==> config.mk <==
export PLATFORM = sky130hd
export DESIGN_NAME = id3v2_frame_header_parser
export DESIGN_NICKNAME = d
export VERILOG_FILES = /design/src/id3fh_pkg.sv /design/src/id3fh_core.sv /design/src/id3fh_out_reg.sv /design/src/id3v2_frame_header_parser.sv
export SDC_FILE = /design/constraint.sdc
export NUM_CORES = 1
export LEC_CHECK = 0
export BUFFER_PORTS_ARGS = -buffer_cell sky130_fd_sc_hd__buf_2
export CAP_MARGIN = 20
export CORE_MARGIN = 5
export CORE_UTILIZATION = 40
export DETAILED_ROUTE_END_ITERATION = 8
export GPL_ROUTABILITY_DRIVEN = 1
export PLACE_DENSITY = 0.69
export SETUP_SLACK_MARGIN = 0.3
export SYNTH_ARGS = -nofsm -noshare
export SYNTH_HDL_FRONTEND = slang
export SYNTH_SLANG_ARGS = --single-unit
==> constraint.sdc <==
create_clock -name clk -period 10.5 [get_ports clk]
set_input_delay 2.1 -clock clk [delete_from_list [all_inputs] [get_ports clk]]
set_output_delay 2.1 -clock clk [all_outputs]
set_load 0.05 [all_outputs]
==> src/id3fh_pkg.sv <==
`default_nettype none

package id3fh_pkg;

	typedef struct packed {
		logic [7:0] stream_byte;
		logic       frame_begin;
	} in_word_t;

	typedef struct packed {
		logic [2:0]  status;
		logic [31:0] hdr_id;
		logic [31:0] frame_size;
		logic [15:0] frame_flags;
		logic [7:0]  payload_byte;
		logic        last;
	} out_word_t;

	localparam logic [2:0] ST_HDR  = 3'd0;
	localparam logic [2:0] ST_DONE = 3'd1;
	localparam logic [2:0] ST_DATA = 3'd2;
	localparam logic [2:0] ST_REJ  = 3'd3;
	localparam logic [2:0] ST_IGN  = 3'd4;

	localparam logic [2:0] PH_IDLE  = 3'd0;
	localparam logic [2:0] PH_ID    = 3'd1;
	localparam logic [2:0] PH_SIZE  = 3'd2;
	localparam logic [2:0] PH_FLAGS = 3'd3;
	localparam logic [2:0] PH_DATA  = 3'd4;

	localparam logic [2:0] VER_22    = 3'd2;
	localparam logic [2:0] VER_23    = 3'd3;
	localparam logic [2:0] VER_24    = 3'd4;
	localparam logic [2:0] LEN_SHORT = 3'd3;
	localparam logic [2:0] LEN_LONG  = 3'd4;
	localparam logic [2:0] LEN_FLAGS = 3'd2;

	localparam logic [7:0] CH_UPPER_A = "A";
	localparam logic [7:0] CH_UPPER_Z = "Z";
	localparam logic [7:0] CH_DIGIT_0 = "0";
	localparam logic [7:0] CH_DIGIT_9 = "9";

	function automatic logic id_char_ok(input logic [7:0] c);
		return ((c >= CH_UPPER_A) && (c <= CH_UPPER_Z)) ||
			((c >= CH_DIGIT_0) && (c <= CH_DIGIT_9));
	endfunction

	// hit flag on top, then the four-character id
	function automatic logic [32:0] map_short_id(input logic [23:0] key);
		logic [32:0] r;
		case (key)
			"BUF": r = {1'b1, 32'("RBUF")};
			"COM": r = {1'b1, 32'("COMM")};
			"PIC": r = {1'b1, 32'("APIC")};
			"TAL": r = {1'b1, 32'("TALB")};
			"TBP": r = {1'b1, 32'("TBPM")};
			"TCM": r = {1'b1, 32'("TCOM")};
			"TCO": r = {1'b1, 32'("TCON")};
			"TCR": r = {1'b1, 32'("TCOP")};
			"TDA": r = {1'b1, 32'("TDAT")};
			"TDY": r = {1'b1, 32'("TDLY")};
			"TEN": r = {1'b1, 32'("TENC")};
			"TFT": r = {1'b1, 32'("TFLT")};
			"TIM": r = {1'b1, 32'("TIME")};
			"TKE": r = {1'b1, 32'("TKEY")};
			"TLA": r = {1'b1, 32'("TLAN")};
			"TLE": r = {1'b1, 32'("TLEN")};
			"TMT": r = {1'b1, 32'("TMED")};
			"TOA": r = {1'b1, 32'("TOPE")};
			"TOF": r = {1'b1, 32'("TOFN")};
			"TOL": r = {1'b1, 32'("TOLY")};
			"TOR": r = {1'b1, 32'("TORY")};
			"TOT": r = {1'b1, 32'("TOAL")};
			"TP1": r = {1'b1, 32'("TPE1")};
			"TP2": r = {1'b1, 32'("TPE2")};
			"TP3": r = {1'b1, 32'("TPE3")};
			"TP4": r = {1'b1, 32'("TPE4")};
			"TPA": r = {1'b1, 32'("TPOS")};
			"TPB": r = {1'b1, 32'("TPUB")};
			"TRC": r = {1'b1, 32'("TSRC")};
			"TRD": r = {1'b1, 32'("TRDA")};
			"TRK": r = {1'b1, 32'("TRCK")};
			"TSI": r = {1'b1, 32'("TSIZ")};
			"TSS": r = {1'b1, 32'("TSSE")};
			"TT1": r = {1'b1, 32'("TIT1")};
			"TT2": r = {1'b1, 32'("TIT2")};
			"TT3": r = {1'b1, 32'("TIT3")};
			"TXT": r = {1'b1, 32'("TEXT")};
			"TXX": r = {1'b1, 32'("TXXX")};
			"TYE": r = {1'b1, 32'("TYER")};
			default: r = '0;
		endcase
		return r;
	endfunction

endpackage

`default_nettype wire

==> src/id3fh_core.sv <==
`default_nettype none

module id3fh_core
	import id3fh_pkg::*;
(
	input  wire logic      clk,
	input  wire logic      arst_n,
	input  wire logic      cfg_wr_en,
	input  wire logic [2:0] cfg_wr_data,
	input  wire logic      step_en,
	input  wire in_word_t  in_word,
	output out_word_t      result
);

	logic [2:0]  tag_version_q;
	logic [2:0]  frame_version_q;
	logic [2:0]  phase_q;
	logic [2:0]  count_q;
	logic [31:0] id_q;
	logic [31:0] acc_q;
	logic [15:0] flags_q;
	logic [31:0] remain_q;

	logic [2:0]  ver, phase, count;
	logic [31:0] id, acc, remain;
	logic [15:0] flags;
	logic [2:0]  ver_d, phase_d, count_d;
	logic [31:0] id_d, acc_d, remain_d;
	logic [15:0] flags_d;
	logic        v22, v24;
	logic [2:0]  hdr_len, count_inc;
	logic [31:0] id_sh, acc_sh, remain_dec;
	logic [15:0] flags_sh;
	logic [32:0] map_res;
	logic [7:0]  b;
	logic        done;
	logic [31:0] done_size;
	logic [15:0] done_flags;

	always_ff @(posedge clk or negedge arst_n) begin
		if (!arst_n) begin
			tag_version_q <= VER_23;
		end else if (cfg_wr_en) begin
			tag_version_q <= cfg_wr_data;
		end
	end

	always_comb begin
		b         = in_word.stream_byte;
		ver       = in_word.frame_begin ? tag_version_q : frame_version_q;
		phase     = in_word.frame_begin ? PH_ID : phase_q;
		count     = in_word.frame_begin ? 3'd0 : count_q;
		id        = in_word.frame_begin ? 32'd0 : id_q;
		acc       = in_word.frame_begin ? 32'd0 : acc_q;
		flags     = in_word.frame_begin ? 16'd0 : flags_q;
		remain    = in_word.frame_begin ? 32'd0 : remain_q;
		v22       = (ver == VER_22);
		v24       = (ver == VER_24);
		hdr_len   = v22 ? LEN_SHORT : LEN_LONG;
		count_inc = count + 3'd1;
		id_sh     = {id[23:0], b};
		acc_sh    = v24 ? {acc[24:0], b[6:0]} : {acc[23:0], b};
		flags_sh  = {flags[7:0], b};
		remain_dec = remain - 32'd1;
		map_res   = map_short_id(id_sh[23:0]);

		ver_d      = ver;
		phase_d    = phase;
		count_d    = count;
		id_d       = id;
		acc_d      = acc;
		flags_d    = flags;
		remain_d   = remain;
		result     = '0;
		done       = 1'b0;
		done_size  = acc;
		done_flags = flags;

		case (phase)
			PH_ID: begin
				if (!id_char_ok(b)) begin
					phase_d       = PH_IDLE;
					result.status = ST_REJ;
				end else begin
					id_d          = id_sh;
					count_d       = count_inc;
					result.status = ST_HDR;
					if (count_inc == hdr_len) begin
						phase_d = PH_SIZE;
						count_d = 3'd0;
						if (v22) begin
							id_d = map_res[31:0];
							if (!map_res[32]) begin
								phase_d       = PH_IDLE;
								result.status = ST_REJ;
							end
						end
					end
				end
			end
			PH_SIZE: begin
				acc_d         = acc_sh;
				count_d       = count_inc;
				result.status = ST_HDR;
				if (count_inc == hdr_len) begin
					count_d = 3'd0;
					if (v22) begin
						flags_d    = 16'd0;
						done       = 1'b1;
						done_size  = acc_sh;
						done_flags = 16'd0;
					end else begin
						phase_d = PH_FLAGS;
					end
				end
			end
			PH_FLAGS: begin
				flags_d       = flags_sh;
				count_d       = count_inc;
				result.status = ST_HDR;
				if (count_inc == LEN_FLAGS) begin
					count_d    = 3'd0;
					done       = 1'b1;
					done_flags = flags_sh;
				end
			end
			PH_DATA: begin
				remain_d            = remain_dec;
				result.status       = ST_DATA;
				result.payload_byte = b;
				if (remain_dec == 32'd0) begin
					phase_d     = PH_IDLE;
					result.last = 1'b1;
				end
			end
			default: begin
				phase_d       = PH_IDLE;
				result.status = ST_IGN;
			end
		endcase

		if (done) begin
			result.status      = ST_DONE;
			result.hdr_id      = id;
			result.frame_size  = done_size;
			result.frame_flags = done_flags;
			result.last        = (done_size == 32'd0);
			remain_d           = done_size;
			phase_d            = (done_size == 32'd0) ? PH_IDLE : PH_DATA;
		end
	end

	always_ff @(posedge clk or negedge arst_n) begin
		if (!arst_n) begin
			frame_version_q <= VER_23;
			phase_q         <= PH_IDLE;
			count_q         <= 3'd0;
			id_q            <= 32'd0;
			acc_q           <= 32'd0;
			flags_q         <= 16'd0;
			remain_q        <= 32'd0;
		end else if (step_en) begin
			frame_version_q <= ver_d;
			phase_q         <= phase_d;
			count_q         <= count_d;
			id_q            <= id_d;
			acc_q           <= acc_d;
			flags_q         <= flags_d;
			remain_q        <= remain_d;
		end
	end

endmodule

`default_nettype wire

==> src/id3fh_out_reg.sv <==
`default_nettype none

module id3fh_out_reg
	import id3fh_pkg::*;
(
	input  wire logic      clk,
	input  wire logic      arst_n,
	input  wire logic      in_valid,
	output logic           in_ready,
	output logic           step_en,
	input  wire out_word_t result,
	output logic           out_valid,
	input  wire logic      out_ready,
	output out_word_t      out_data
);

	logic      out_valid_q;
	out_word_t out_data_q;

	// slot frees when empty or being drained this cycle
	assign in_ready  = !out_valid_q || out_ready;
	assign step_en   = in_valid && in_ready;
	assign out_valid = out_valid_q;
	assign out_data  = out_data_q;

	always_ff @(posedge clk or negedge arst_n) begin
		if (!arst_n) begin
			out_valid_q <= 1'b0;
		end else if (in_ready) begin
			out_valid_q <= in_valid;
		end
	end

	always_ff @(posedge clk) begin
		if (step_en) begin
			out_data_q <= result;
		end
	end

endmodule

`default_nettype wire

==> src/id3v2_frame_header_parser.sv <==
// ID3v2 frame header parser. Takes one tag byte per word and returns one result word per
// byte, in the cycle after acceptance, at a sustained rate of one byte per clock: the whole
// parse step (id check, 2.2 id translation, size and flag shifts, payload countdown) sits
// between the parse state registers and a single output register, and input is taken
// whenever that register is empty or being read out. tag_version is sampled on the word
// with frame_begin set, so it may be rewritten between frames without disturbing the
// frame in flight.
`default_nettype none

module id3v2_frame_header_parser
	import id3fh_pkg::*;
(
	input  wire logic       clk,
	input  wire logic       arst_n,
	input  wire logic       cfg_wr_en,
	input  wire logic [2:0] cfg_wr_data,
	input  wire logic       in_valid,
	output logic            in_ready,
	input  wire in_word_t   in_data,
	output logic            out_valid,
	input  wire logic       out_ready,
	output out_word_t       out_data
);

	logic      step_en;
	out_word_t result;

	id3fh_core u_core (
		.clk         (clk),
		.arst_n      (arst_n),
		.cfg_wr_en   (cfg_wr_en),
		.cfg_wr_data (cfg_wr_data),
		.step_en     (step_en),
		.in_word     (in_data),
		.result      (result)
	);

	id3fh_out_reg u_out (
		.clk       (clk),
		.arst_n    (arst_n),
		.in_valid  (in_valid),
		.in_ready  (in_ready),
		.step_en   (step_en),
		.result    (result),
		.out_valid (out_valid),
		.out_ready (out_ready),
		.out_data  (out_data)
	);

endmodule

`default_nettype wire

Word level (Yosys, flattened, before mapping)
Cells that the tools add are included.

word-level totals
  bits of input ports = 17
  logic and storage cells = 128
  bits in latches = 0
  memories = 0
  bits in registers = 217
  bits in read-only memories = 0
  output and inout bits = 94
  RAM bits = 0

operators by class
  multiplexer cells = 51
  bitwise operators = 0
  divide/modulo/power cells = 0
  shift-type cells = 0
  order comparisons = 4
  reduce and logical (&&, ||, !) cells = 9
  multipliers = 0
  add/sub/neg operators = 2
  equal/unequal tests = 47

operators by type and width
  kind                     number
  $pmux W33 S39            1
  $eq A24 B23 Y1 const B   39
  $mux W32                 14
  $logic_not A32 Y1        2
  $mux W16                 4
  $pmux W16 S2             2
  $mux W3                  18
  $sub A32 B1 Y32 const B  1
  $pmux W3 S3              2
  $eq A3 B2 Y1 const B     4
  $pmux W3 S4              1
  $ge A8 B6 Y1 const B     1
  $ge A8 B7 Y1 const B     1
  $le A8 B6 Y1 const B     1
  $le A8 B7 Y1 const B     1
  $eq A3 B3 Y1 const B     2
  $mux W1                  6
  $mux W2                  2
  $add A3 B1 Y3 const B    1
  $eq A3 B1 Y1 const B     1
  $eq A3 B3 Y1             1
  $logic_and A1 B1 Y1      3
  $logic_or A1 B1 Y1       2
  $pmux W1 S2              1
  2 further kinds          2

Logic depth before layout (Yosys ltp)
  depth after elaboration = 9
  mapped depth = 18
  gate-level depth less buffers = 11

Hierarchy
Synthesis repeated with hierarchy kept, for this count alone.

second synthesis, totals
  cells, all modules = 1347
  area, all modules = 12459.4 um^2

by module, submodules not included
  module         area an instance (um^2)  cells an instance  times used  seq. area each (um^2)
  id3fh_core     9643.0                   1251               1           2907.8
  id3fh_out_reg  2816.5                   96                 1           2787.7

Least setup slack after synthesis
No wires, ideal clock.

  kind = input to register
  start point = in out_ready
  end point = reg u_core.remain_q[1]
  buffers on the path = 3
  required time = 10.419 ns
  arrival = 6.638 ns
  stages = 8
  setup time = 0.081 ns
  setup slack = 3.781 ns
  cell sequence = nand2b_1 > nand2_1 > inv_1 > clkbuf_1 > clkbuf_1 > clkbuf_1 > o21ai_0 > nand2_1

on the way
  longest elaborated chain between the ends = 2

ends and longest elaborated chain
  item                    RTL line                         source
  start: declaration      id3v2_frame_header_parser.sv:21  input wire logic out_ready,
  $logic_or A1 B1 Y1      id3fh_out_reg.sv:21              assign in_ready = !out_valid_q || out_ready;
  $logic_and A1 B1 Y1     id3fh_out_reg.sv:22              assign step_en = in_valid && in_ready;
  named net step_en       id3v2_frame_header_parser.sv:25  logic step_en;
  end signal: assignment  id3fh_core.sv:169                remain_q <= remain_d;
  end: declaration        id3fh_core.sv:22                 logic [31:0] remain_q;

The timed path passes the listed nets, and every way through them passes these cells.
A chain may end at the register's enable or synchronous reset.

==> results.sh <==
export IMPL_grt_max_degree=96
export IMPL_synth_top_flop_cell="dfrtp_1"
export IMPL_rrSetupSlack_ns=6.72
export IMPL_synth_edf_count=92
export IMPL_hold_ws_ns=0.488
export IMPL_total_power_mw=2.04
export IMPL_hold_depth=1
export IMPL_layout_cells_most_common="nand2_1"
export IMPL_antenna_left=0
export IMPL_crit_reg2reg_launch="u_core.count_q[0]"
export IMPL_syn_nets=1234
export IMPL_die_w_microns=180
export IMPL_totalWireLength_microns=39100
export IMPL_dp_cells=1640
export IMPL_hold_viol=0
export IMPL_path_class="input pin to register"
export IMPL_timing_rr_end="u_out.out_data[0]"
export IMPL_stdcell_count=1684
export IMPL_cp_arrival_ns=6.23
export IMPL_cts_sinks=209
export IMPL_syn_to_final_growth_pct=13.4
export IMPL_vias_per_cell=6.25
export IMPL_nNetsFinal=1301
export IMPL_postCtsSetupBuffers=0
export IMPL_grt_pass1_wl_microns=61000
export IMPL_drive_above_1_share_pct=16.6
export IMPL_clk_latency_ns=0.53
export IMPL_slew_violations=0
export IMPL_drc=0
export IMPL_place_gp_congestion=0.995
export IMPL_r2r_cells=9
export IMPL_cts_buffer_depth=3
export IMPL_syn_area_sq_um=11600
export IMPL_syn_avg_cell_area_sq_um=9.57
export IMPL_worst_pin_slew_ns=1.09
export IMPL_synth_mux_area_share_pct=3.12
export IMPL_setup_viol_count_final=0
export IMPL_dieArea_sq_um=32600
export IMPL_ys_async_sr_fraction_pct=56.0
export IMPL_synth_largest_area_cell="dfrtp_1"
export IMPL_synth_area_leaders="dfrtp_1, edfxtp_1, o21ai_0"
export IMPL_start_util_pct=40.5
export IMPL_path_cells="buf_2 -> buf_4 -> inv_2 -> nand2_1 -> inv_1 -> ha_1 -> or3_1 -> o31ai_1 -> nand3_1 -> nor3b_1 -> a31oi_1 -> nor4_1 -> a22o_1"
export IMPL_grt_ovfl_total=0
export IMPL_synth_xor_area_share_pct=0.603
export IMPL_synthCells=1215
export IMPL_synth_simple_area_share_pct=24.5
export IMPL_num_io_pins=111
export IMPL_cap_viol_max_count=0
export IMPL_synth_warnings=0
export IMPL_initialDrtViolationCount=1468
export IMPL_cts_max_level=1
export IMPL_layout_common_cells="nand2_1, dfrtp_1, buf_2, o21ai_0, edfxtp_1"
export IMPL_cts_root_buf="clkbuf_16"
export IMPL_hold_end="u_core.count_q[1]"
export IMPL_wl_per_cell_microns=23.2
export IMPL_fmaxAchievable_ghz=0.172
export IMPL_p_leak_nw=5.25
export IMPL_hp_start="u_core.count_q[1]"
export IMPL_post_route_min_period_ns=5.83
export IMPL_io_buffers=110
export IMPL_fin_worst_skew_ns=0.0103
export IMPL_status="finished clean"
export IMPL_coreArea_sq_um=28700
export IMPL_irDropWorstVdd_mv=0.0995
export IMPL_powerDensity_nw_per_um2=155
export IMPL_synth_compound_area_share_pct=18.5
export IMPL_path_max_fanout=61
export IMPL_fin_crit_sh_pct=55.5
export IMPL_antenna_found_initial=0
export IMPL_clk_pin_slew_worst_paths_ns=0.06
export IMPL_yosysSeqAreaShare_pct=49.0
export IMPL_max_slew_margin_pct=27.1
export IMPL_grt_use_total_pct=23.3
export IMPL_std_cell_rows=62
export IMPL_rsz0062_at_grt="no"
export IMPL_critPathLaunchType="input pin"
export IMPL_utilization_pct=45.9
export IMPL_drt_first_pass_iters=6
export IMPL_cts_resized=0
export IMPL_grt_pass1_vias=9952
export IMPL_fp_dieH_microns=180
export IMPL_min_path_type="register to register"
export IMPL_cp_end_kind="register"
export IMPL_worst_ep_required_time_ns=10.90
export IMPL_cts_buffers=24
export IMPL_cts_tree="built"
export IMPL_antennaDiodeCount=0
export IMPL_fin_setup_tns_ns=0
export IMPL_critPathSlowestCell="nand3_1"
export IMPL_ys_types=84
export IMPL_synth_top_family_by_area="simple AND/OR/NAND/NOR gates"
export IMPL_synth_top_cell_area_share_pct=24.3
export IMPL_via_count=10528
export IMPL_postCtsHoldBufs=0
export IMPL_dpl_hpwl_microns=27700
export IMPL_ys_seq_elements=209
export IMPL_synth_fa_ha_area_share_pct=0.215
export IMPL_critPathMaxStageDelay_ns=0.72
## cell usage after synthesis (10+ instances only)
master,count
nand3_1,28
inv_1,25
dfrtp_1,113
mux2i_1,25
o21ai_0,108
and3_1,13
mux2_2,10
nor2b_1,40
a22oi_1,19
nand2_1,134
a31oi_1,21
a22o_1,36
clkbuf_1,65
and2_1,20
nor3b_1,10
nor2_1,88
nor3_1,50
nand4_1,22
nor4b_1,12
edfxtp_1,92
or3_1,10
nor4_1,34
a21oi_1,43
buf_2,14
o21ai_1,14
## final cells by class
type	count	area (sq um)
multi-input combinational	892	5480
timing repair buffer	129	696
clock buffer	27	622
fill	2715	15500
sequential	209	5700
tap	384	480
inverter	26	100
clock inverter	17	110
## stage by stage
| step | instance area, sq um | setup slack [ns] |
|---|---|---|
| 5_1_grt | 13200 | 4.45 |
| 6_report | 13200 | 4.67 |
| 3_5_place_dp | 12500 | 4.27 |
| 3_3_place_gp | 12500 | 4.46 |
| 4_1_cts | 13200 | 4.80 |
| 2_1_floorplan | 11600 | 3.78 |
## worst max-delay path: cells and delay by family
kind	cells	cell delay [ns]
buffers and inverters	4	1.07
adder cells (fa/ha/maj)	1	0.25
AO/OA/AOI/OAI	3	0.53
AND/OR/NAND/NOR	5	2.22
## worst max-delay path by stage
stage | from | end | slack, ns
global placement | in_data[0] | u_out.out_data[0] | 4.46
finish | in_data[0] | u_out.out_data[0] | 4.67
floorplan | out_ready | u_core.remain_q[1] | 3.78
CTS | in_data[0] | u_out.out_data[0] | 4.80
detailed placement | in_data[0] | u_out.out_data[0] | 4.27
global route | in_data[0] | u_out.out_data[0] | 4.45
## where the power goes
| part | switching [mW] | internal, mW | total, mW |
|---|---|---|---|
| Clock | 0.344 | 0.429 | 0.773 |
| Sequential | 0.0722 | 0.904 | 0.976 |
| Combinational | 0.195 | 0.0958 | 0.291 |
## registers in the layout, indices dropped and copies added (netlist names)
signal,count
u_out.out_data,92
u_core.acc_q,32
u_core.id_q,32
u_core.remain_q,32
u_core.flags_q,8
u_core.count_q,3
u_core.frame_version_q,3
u_core.phase_q,3
u_core.tag_version_q,3
u_out.out_valid,1
## per-layer routing
layer	vias to the layer above	GRT usage, %	wire length, microns
li1	4708	-	-
met1	5112	36.2	18000
met2	630	32.6	16100
met3	78	5.55	3950
met4	0	6.05	1000
met5	-	0	0
## cell families (layout without fill, tap and decap cells)
logic type / after synthesis / in the layout
and+or+nand+nor: 520 / 520
AOI/OAI and AO/OA: 327 / 327
DFF: 209 / 209
buffers and inverters: 114 / 199
muxes: 35 / 35
xor gates and xnor gates: 8 / 8
adders and majority gates: 2 / 2
(Power assumes the default switching activity.)
